$ cat src/wdcvs_pkg.sv
// Package: shared types, codes and constants of the WAV data chunk volume scaler.
package wdcvs_pkg;

   localparam logic [31:0] TAG_RIFF      = 32'h5249_4646;
   localparam logic [31:0] TAG_WAVE      = 32'h5741_5645;
   localparam logic [31:0] TAG_DATA      = 32'h6461_7461;
   localparam logic [31:0] MIN_FILE_LEN  = 32'd44;
   localparam logic [32:0] FIRST_CHUNK   = 33'd12;
   localparam logic [32:0] CHUNK_HDR_LEN = 33'd8;

   // Reciprocal of ten: floor(m * RECIP_10 / 2**RECIP_SHIFT) == m / 10 for m < 2**23
   localparam logic [22:0] RECIP_10    = 23'd6710887;
   localparam int          RECIP_SHIFT = 26;

   localparam logic [2:0] ST_SAMPLE     = 3'd0;
   localparam logic [2:0] ST_DONE       = 3'd1;
   localparam logic [2:0] ST_BAD_HEADER = 3'd2;
   localparam logic [2:0] ST_OVERRUN    = 3'd3;
   localparam logic [2:0] ST_NO_DATA    = 3'd4;

   localparam logic CSR_FILE_LENGTH = 1'b0;
   localparam logic CSR_VOLUME      = 1'b1;

   localparam logic [31:0] FILE_LENGTH_RESET = 32'd0;
   localparam logic [7:0]  VOLUME_RESET      = 8'd10;

   typedef enum logic [2:0] {
      PH_HEADER,
      PH_CHUNK_HDR,
      PH_SKIP,
      PH_DATA_LO,
      PH_DATA_HI,
      PH_FINISHED
   } phase_type;

   typedef struct packed {
      logic [7:0] data_byte;
      logic       first_of_file;
   } req_type;

   typedef struct packed {
      logic signed [15:0] sample;
      logic [2:0]         status;
      logic               last;
   } rsp_type;

   // One parse step's results: an optional sample followed by an optional status
   typedef struct packed {
      logic               has_sample;
      logic signed [15:0] raw;
      logic               has_status;
      logic [2:0]         status;
   } item_type;

   function automatic logic [7:0] tag_byte(logic [31:0] tag, logic [1:0] idx);
      logic [7:0] b;
      case (idx)
         2'd0:    b = tag[31:24];
         2'd1:    b = tag[23:16];
         2'd2:    b = tag[15:8];
         default: b = tag[7:0];
      endcase
      return b;
   endfunction

endpackage

$ cat src/wdcvs_parser.sv
// Parser: header check and chunk walk, one byte per request, registered result item.
module wdcvs_parser (
   input  logic               clock,
   input  logic               reset,
   input  logic [31:0]        file_length,
   input  logic               req_valid,
   output logic               req_ready,
   input  wdcvs_pkg::req_type req_data,
   output logic               item_valid,
   input  logic               item_ready,
   output wdcvs_pkg::item_type item
);
   import wdcvs_pkg::*;

   phase_type   phase_ff, phase_in, phase_cur;
   logic [32:0] pos_ff, pos_in, pos_cur;
   logic [31:0] tag_ff, tag_in, tag_cur;
   logic [31:0] len_ff, len_in, len_cur;
   logic [32:0] left_ff, left_in, left_cur, left_dec;
   logic [7:0]  low_ff, low_in, low_cur;
   logic        match_ff, match_in, match_cur;
   logic        item_valid_ff, item_valid_in;
   item_type    item_ff, item_in;
   logic        accept;
   logic [7:0]  b;
   logic [34:0] end_sum, next_sum;
   logic        pad;

   assign req_ready  = !item_valid_ff || item_ready;
   assign accept     = req_valid && req_ready;
   assign item_valid = item_valid_ff;
   assign item       = item_ff;
   assign b          = req_data.data_byte;

   always_comb begin
      // Restart the parse before a byte that marks the start of a file
      if (req_data.first_of_file) begin
         phase_cur = PH_HEADER;
         pos_cur   = '0;
         tag_cur   = '0;
         len_cur   = '0;
         left_cur  = '0;
         low_cur   = '0;
         match_cur = 1'b1;
      end else begin
         phase_cur = phase_ff;
         pos_cur   = pos_ff;
         tag_cur   = tag_ff;
         len_cur   = len_ff;
         left_cur  = left_ff;
         low_cur   = low_ff;
         match_cur = match_ff;
      end

      phase_in = phase_cur;
      pos_in   = pos_cur;
      tag_in   = tag_cur;
      len_in   = len_cur;
      left_in  = left_cur;
      low_in   = low_cur;
      match_in = match_cur;
      item_in  = '0;
      left_dec = left_cur - 33'd1;

      if (phase_cur == PH_CHUNK_HDR) begin
         if (left_cur > 33'd4) tag_in = {tag_cur[23:0], b};
         else                  len_in = {b, len_cur[31:8]};
      end
      pad      = len_in[0];
      end_sum  = {2'b00, pos_cur} + {3'b000, len_in} + 35'd1;
      next_sum = {2'b00, pos_cur} + {3'b000, len_in} + 35'd1
                 + {2'b00, CHUNK_HDR_LEN} + {34'd0, pad};

      if (phase_cur != PH_FINISHED) pos_in = pos_cur + 33'd1;

      case (phase_cur)
         PH_HEADER: begin
            if (pos_cur < 33'd4 && b != tag_byte(TAG_RIFF, pos_cur[1:0]))
               match_in = 1'b0;
            if (pos_cur >= 33'd8 && pos_cur < FIRST_CHUNK
                && b != tag_byte(TAG_WAVE, pos_cur[1:0]))
               match_in = 1'b0;
            if (pos_cur == 33'd0 && file_length < MIN_FILE_LEN) begin
               phase_in           = PH_FINISHED;
               item_in.has_status = 1'b1;
               item_in.status     = ST_BAD_HEADER;
            end else if (pos_cur + 33'd1 >= FIRST_CHUNK) begin
               if (!match_in) begin
                  phase_in           = PH_FINISHED;
                  item_in.has_status = 1'b1;
                  item_in.status     = ST_BAD_HEADER;
               end else begin
                  phase_in = PH_CHUNK_HDR;
                  left_in  = CHUNK_HDR_LEN;
               end
            end
         end
         PH_CHUNK_HDR: begin
            left_in = left_dec;
            if (left_dec == '0) begin
               if (end_sum > {3'b000, file_length}) begin
                  phase_in           = PH_FINISHED;
                  item_in.has_status = 1'b1;
                  item_in.status     = ST_OVERRUN;
               end else if (tag_in == TAG_DATA) begin
                  if (len_in[31:1] == '0) begin
                     phase_in           = PH_FINISHED;
                     item_in.has_status = 1'b1;
                     item_in.status     = ST_DONE;
                  end else begin
                     phase_in = PH_DATA_LO;
                     left_in  = {1'b0, len_in[31:1], 1'b0};
                  end
               end else if (next_sum > {3'b000, file_length}) begin
                  phase_in           = PH_FINISHED;
                  item_in.has_status = 1'b1;
                  item_in.status     = ST_NO_DATA;
               end else if (len_in == '0) begin
                  left_in = CHUNK_HDR_LEN;
               end else begin
                  phase_in = PH_SKIP;
                  left_in  = {1'b0, len_in} + {32'd0, pad};
               end
            end
         end
         PH_SKIP: begin
            left_in = left_dec;
            if (left_dec == '0) begin
               phase_in = PH_CHUNK_HDR;
               left_in  = CHUNK_HDR_LEN;
            end
         end
         PH_DATA_LO: begin
            low_in   = b;
            left_in  = left_dec;
            phase_in = PH_DATA_HI;
         end
         PH_DATA_HI: begin
            item_in.has_sample = 1'b1;
            item_in.raw        = {b, low_cur};
            left_in            = left_dec;
            if (left_dec == '0) begin
               phase_in           = PH_FINISHED;
               item_in.has_status = 1'b1;
               item_in.status     = ST_DONE;
            end else begin
               phase_in = PH_DATA_LO;
            end
         end
         default: phase_in = PH_FINISHED;
      endcase

      // Drop steps that produce nothing
      if (accept) item_valid_in = item_in.has_sample || item_in.has_status;
      else        item_valid_in = item_valid_ff && !item_ready;
   end

   always_ff @(posedge clock) begin
      if (reset) begin
         phase_ff      <= PH_HEADER;
         pos_ff        <= '0;
         tag_ff        <= '0;
         len_ff        <= '0;
         left_ff       <= '0;
         low_ff        <= '0;
         match_ff      <= 1'b1;
         item_valid_ff <= 1'b0;
      end else begin
         item_valid_ff <= item_valid_in;
         if (accept) begin
            phase_ff <= phase_in;
            pos_ff   <= pos_in;
            tag_ff   <= tag_in;
            len_ff   <= len_in;
            left_ff  <= left_in;
            low_ff   <= low_in;
            match_ff <= match_in;
         end
      end
   end

   always_ff @(posedge clock) begin
      if (accept) item_ff <= item_in;
   end

endmodule

$ cat src/wdcvs_scaler.sv
// Scaler: volume multiply, divide by ten, saturate, and result output register.
module wdcvs_scaler (
   input  logic                clock,
   input  logic                reset,
   input  logic [7:0]          volume,
   input  logic                item_valid,
   output logic                item_ready,
   input  wdcvs_pkg::item_type item,
   output logic                rsp_valid,
   input  logic                rsp_ready,
   output wdcvs_pkg::rsp_type  rsp_data
);
   import wdcvs_pkg::*;

   logic               b_valid_ff, c_valid_ff, o_valid_ff;
   logic               b_take, c_take, o_take;
   logic               b_has_smp_ff, c_has_smp_ff, o_has_smp_ff;
   logic               b_has_st_ff, c_has_st_ff, o_has_st_ff;
   logic [2:0]         b_status_ff, c_status_ff, o_status_ff;
   logic               b_neg_ff, b_neg_in, c_neg_ff;
   logic [22:0]        b_mag_ff, b_mag_in;
   logic [19:0]        c_quot_ff, c_quot_in;
   logic signed [15:0] o_sample_ff, o_sample_in;
   logic signed [24:0] product;
   logic [45:0]        recip_prod;
   logic               o_pair;

   assign o_pair     = o_has_smp_ff && o_has_st_ff;
   assign o_take     = !o_valid_ff || (rsp_ready && !o_pair);
   assign c_take     = !c_valid_ff || o_take;
   assign b_take     = !b_valid_ff || c_take;
   assign item_ready = b_take;

   always_comb begin
      product  = 25'(signed'(item.raw)) * 25'(signed'({1'b0, volume}));
      b_neg_in = product[24];
      b_mag_in = product[24] ? 23'(-product) : product[22:0];

      recip_prod = {23'd0, b_mag_ff} * {23'd0, RECIP_10};
      c_quot_in  = recip_prod[45:RECIP_SHIFT];

      // Saturate to 16 bits; the quotient was truncated toward zero
      if (c_neg_ff) begin
         if (c_quot_ff > 20'd32768) o_sample_in = -16'sd32768;
         else o_sample_in = 16'(-signed'({1'b0, c_quot_ff}));
      end else begin
         if (c_quot_ff > 20'd32767) o_sample_in = 16'sd32767;
         else                       o_sample_in = signed'(c_quot_ff[15:0]);
      end
   end

   always_ff @(posedge clock) begin
      if (reset) begin
         b_valid_ff <= 1'b0;
         c_valid_ff <= 1'b0;
         o_valid_ff <= 1'b0;
      end else begin
         if (b_take) b_valid_ff <= item_valid;
         if (c_take) c_valid_ff <= b_valid_ff;
         if (o_take) o_valid_ff <= c_valid_ff;
         else if (rsp_ready && o_pair) o_valid_ff <= 1'b1;
      end
   end

   always_ff @(posedge clock) begin
      if (b_take) begin
         b_has_smp_ff <= item.has_sample;
         b_has_st_ff  <= item.has_status;
         b_status_ff  <= item.status;
         b_neg_ff     <= b_neg_in;
         b_mag_ff     <= b_mag_in;
      end
      if (c_take) begin
         c_has_smp_ff <= b_has_smp_ff;
         c_has_st_ff  <= b_has_st_ff;
         c_status_ff  <= b_status_ff;
         c_neg_ff     <= b_neg_ff;
         c_quot_ff    <= c_quot_in;
      end
      if (o_take) begin
         o_has_smp_ff <= c_has_smp_ff;
         o_has_st_ff  <= c_has_st_ff;
         o_status_ff  <= c_status_ff;
         o_sample_ff  <= o_sample_in;
      end else if (rsp_ready && o_pair) begin
         // Sample went out; hold the status until it is taken
         o_has_smp_ff <= 1'b0;
      end
   end

   assign rsp_valid       = o_valid_ff;
   assign rsp_data.sample = o_has_smp_ff ? o_sample_ff : 16'sd0;
   assign rsp_data.status = o_has_smp_ff ? ST_SAMPLE : o_status_ff;
   assign rsp_data.last   = !o_has_smp_ff;

endmodule

$ cat src/wav_data_chunk_volume_scaler.sv
// Top level: WAV data chunk parser with volume scaling of 16-bit samples.
// Path from the accepting edge to rsp_valid: parse, multiply, divide and saturate registers in turn.
// Throughput: one byte per cycle while rsp_ready holds; a step that yields the last sample and done
// holds the output register, and stalls the bytes behind it, until both results are delivered.
// Reset (synchronous): parse restarts at byte zero, file_length 0, volume 10,
// pipeline empty.
module wav_data_chunk_volume_scaler (
   input  logic               clock,
   input  logic               reset,
   input  logic               req_valid,
   output logic               req_ready,
   input  wdcvs_pkg::req_type req_data,
   output logic               rsp_valid,
   input  logic               rsp_ready,
   output wdcvs_pkg::rsp_type rsp_data,
   input  logic               csr_write_enable,
   input  logic               csr_index,
   input  logic [31:0]        csr_write_data
);
   import wdcvs_pkg::*;

   logic [31:0] file_length_ff;
   logic [7:0]  volume_ff;
   logic        item_valid;
   logic        item_ready;
   item_type    item;

   always_ff @(posedge clock) begin
      if (reset) begin
         file_length_ff <= FILE_LENGTH_RESET;
         volume_ff      <= VOLUME_RESET;
      end else if (csr_write_enable) begin
         unique case (csr_index)
            CSR_FILE_LENGTH: file_length_ff <= csr_write_data;
            CSR_VOLUME:      volume_ff      <= csr_write_data[7:0];
            default:         ;
         endcase
      end
   end

   wdcvs_parser u_parser (
      .clock       (clock),
      .reset       (reset),
      .file_length (file_length_ff),
      .req_valid   (req_valid),
      .req_ready   (req_ready),
      .req_data    (req_data),
      .item_valid  (item_valid),
      .item_ready  (item_ready),
      .item        (item)
   );

   wdcvs_scaler u_scaler (
      .clock      (clock),
      .reset      (reset),
      .volume     (volume_ff),
      .item_valid (item_valid),
      .item_ready (item_ready),
      .item       (item),
      .rsp_valid  (rsp_valid),
      .rsp_ready  (rsp_ready),
      .rsp_data   (rsp_data)
   );

endmodule
$ cat config.mk
export PLATFORM = sky130hd
export DESIGN_NAME = wav_data_chunk_volume_scaler
export DESIGN_NICKNAME = d
export VERILOG_FILES = /design/src/wdcvs_pkg.sv /design/src/wdcvs_parser.sv /design/src/wdcvs_scaler.sv /design/src/wav_data_chunk_volume_scaler.sv
export SDC_FILE = /design/constraint.sdc
export NUM_CORES = 2
export LEC_CHECK = 0
export ABC_CLOCK_PERIOD_IN_PS = 17120
export BUFFER_PORTS_ARGS = -buffer_cell sky130_fd_sc_hd__clkbuf_2
export CAP_MARGIN = 25
export CORE_MARGIN = 1.5
export CORE_UTILIZATION = 29
export CTS_CLUSTER_DIAMETER = 60
export DETAILED_ROUTE_END_ITERATION = 6
export MAX_ROUTING_LAYER = met4
export PLACE_DENSITY = 0.53
export RECOVER_POWER = 50
export REMOVE_ABC_BUFFERS = 1
export SYNTH_ARGS = -nofsm -noshare
export SYNTH_HDL_FRONTEND = slang
export SYNTH_SLANG_ARGS = --single-unit
$ cat constraint.sdc
create_clock -name clock -period 17.12 [get_ports clock]
set_clock_uncertainty 0.1 [all_clocks]
set_input_delay 3.424 -clock clock [delete_from_list [all_inputs] [get_ports clock]]
set_output_delay 3.424 -clock clock [all_outputs]
set_load 0.02 [all_outputs]
==> metrics.txt <==
overall routing resource usage 18.3%; Vias/cell about 5.1; Synth Area per Inst ~8.3 µm²; DIE AREA 122000 µm²; Syn-to-layout area delta 9.95%; remaining global-route overflow 0; maxcap violations 6; Crit-path slowest cell or4_1; Worst path max stage delay 0.70 ns; H-tree depth 2; outcome finished with violations; largest net degree at the start of global routing 77; Iter 0 DRT Violations 1956; Least-Margin Pin Slew roughly 3.5 ns; Critical Path RT 17.56 ns; Slew Viols, Final 295; r2r worst-path depth 34; initial cell density of the core roughly 29%; worst slack, placed about 2.0 ns; # nets final 4917; Crit Path Class in2reg; initial antenna violation count 4; final wirelength approximately 110 mm; Post-synth EDFFs 97; critical path startpoint category primary input; Clock Latency Late Sink 0.62 ns; Worst-path clk slew roughly 0.060 ns; TritonCTS clock tree built; YS warnings 0; Max clock buf depth 3; die height 350 µm; #FFs+latches synth about 280; Slew headroom -130%; WP data arrival 15.11 ns; setup violators final 0; CP dominant cell by count nand2_1; most common cell after layout, fill and taps aside inv_1; Fillers approximately 13000; IO Count 69; HPWL after DPL 89.4 mm; CP max FO 36; fin cells about 5800; hold depth 0; Synth Flop Type dfxtp_1; first-pass GRT wire length 172 mm; final hold violation count 0; clock sink count 283; clk root buf clkbuf_16; Fmax slightly below 70 MHz; RSZ-0062 raised after global routing no; setup TNS 0 ns; cts-stage hold buffer count 0; placed insts between 5000 and 6000; most frequent cells in the layout inv_1, nand2_1, ha_1, fa_1, nor2_1; drt pass-1 iters 5; Unique masters post-synth roughly 110; Setup crit end kind flop; core area approximately 120000 µm²; Setup WS post-layout 2.45 ns; Port Buffers 68; WL per Instance 18.8 µm; FP Rows 127; vias in the first global route approximately 30000; mapped cell area between 30000 and 40000 µm²; sequential share of the synthesized area a little under a fifth; final core occ 32.1%; hold crit path type reg2reg; Antenna Violating Nets Remaining 0; die width 350 µm; DRC Markers 0; asr flop ratio synth 0%; min cycle time layout 14.67 ns; post-synthesis cell count 4198; setup bufs post-CTS 0; violated checks capacitance limit, slew limit; Post-CTS Resized 0; RD Place Congestion 0.940; part of the cycle the worst path needs 85.7%; total number of vias 29900; layout cells sized above 1 5.24%; CTS buffer count 40
## logic make-up (layout without fill, tap and decap cells)
group / after synthesis / in the layout / synth area share [%]
AND/OR/NAND/NOR: 1440 / 1440 / 20.7
AO/OA/AOI/OAI: 840 / 840 / 15.7
buffers and inverters: 738 / 759 / 8.03
adder cells (fa/ha/maj): 684 / 684 / 31.1
flip-flops: 283 / 283 / 19.0
XOR/XNOR: 201 / 201 / 5.08
multiplexers: 12 / 12 / 0.351
other: 0 / 2 / 0
## final cells by class
cell class,count,area (µm²),area share (%)
well taps,1612,2020,5.25
flip-flops and latches,283,6640,17.3
inverters,574,2150,5.61
clock buffers,47,1080,2.81
repair buffers,111,628,1.64
multi-input cells,3177,25500,66.5
diodes,2,5.00,0.0130
clock inverters,27,355,0.926
## metal layers
layer  part of all wire (%)  track usage (%)
met1                     44             23.1
met2                     48             30.9
met3                    4.9             2.06
met4                    2.8             5.15
met5                      0                -
## Yosys cell counts (59+ instances only)
cell	instances	area share, %
nor2b_1	59	1.1
and2_1	107	1.9
edfxtp_1	97	8.3
xor2_1	73	1.8
and3_1	62	1.1
xnor2_1	127	3.2
nor3_1	101	1.4
a21oi_1	274	3.9
o21ai_0	131	1.9
nand2_1	431	4.6
fa_1	308	18
nor4_1	62	1.1
dfxtp_1	186	11
inv_1	574	6.2
ha_1	375	13
nand3_1	90	1.3
clkbuf_1	144	1.5
nor2_1	288	3.1
## through the flow
stage	hold WS [ns]	instance area (µm²)
floorplan	0.300	34300
detailed placement	0.308	37000
finish	0.292	38400
CTS	0.284	38400
global placement	0.301	37000
global route	0.305	38400
## critical path: cells and delay by family
| family | cells | cell delay (ns) |
|---|---|---|
| simple gates | 16 | 5.37 |
| compound gates | 13 | 3.61 |
| fa+ha+maj | 3 | 0.92 |
| buf+inv | 3 | 0.88 |
| xor+xnor | 2 | 0.41 |
| mux | 1 | 0.38 |
## flip-flops by register name (all words and copies together), names as in the netlist, 16 cells and up
signal / flops
file_length_ff: 32
u_parser.left_ff: 33
u_parser.item: 21
u_scaler.o_sample_ff: 16
u_parser.len_ff: 32
u_parser.pos_ff: 33
u_parser.tag_ff: 32
u_scaler.b_mag_ff: 23
u_scaler.c_quot_ff: 20
## path summary, 6_finish.rpt
path / from / to / slack (ns)
min: u_scaler.b_status_ff[0]$_DFFE_PP_ / u_scaler.c_status_ff[0]$_DFFE_PP_ / 0.29
min reg2reg: u_scaler.b_status_ff[0]$_DFFE_PP_ / u_scaler.c_status_ff[0]$_DFFE_PP_ / 0.29
max reg2reg: u_parser.left_ff[14]$_SDFFE_PP0P_ / u_parser.left_ff[24]$_SDFFE_PP0P_ / 4.95
max: req_data[0] / u_parser.left_ff[24]$_SDFFE_PP0P_ / 2.45
Power is left out: the tool's default activity adds up to more than one toggle a clock period on the data nets, which glitch-free logic cannot reach.
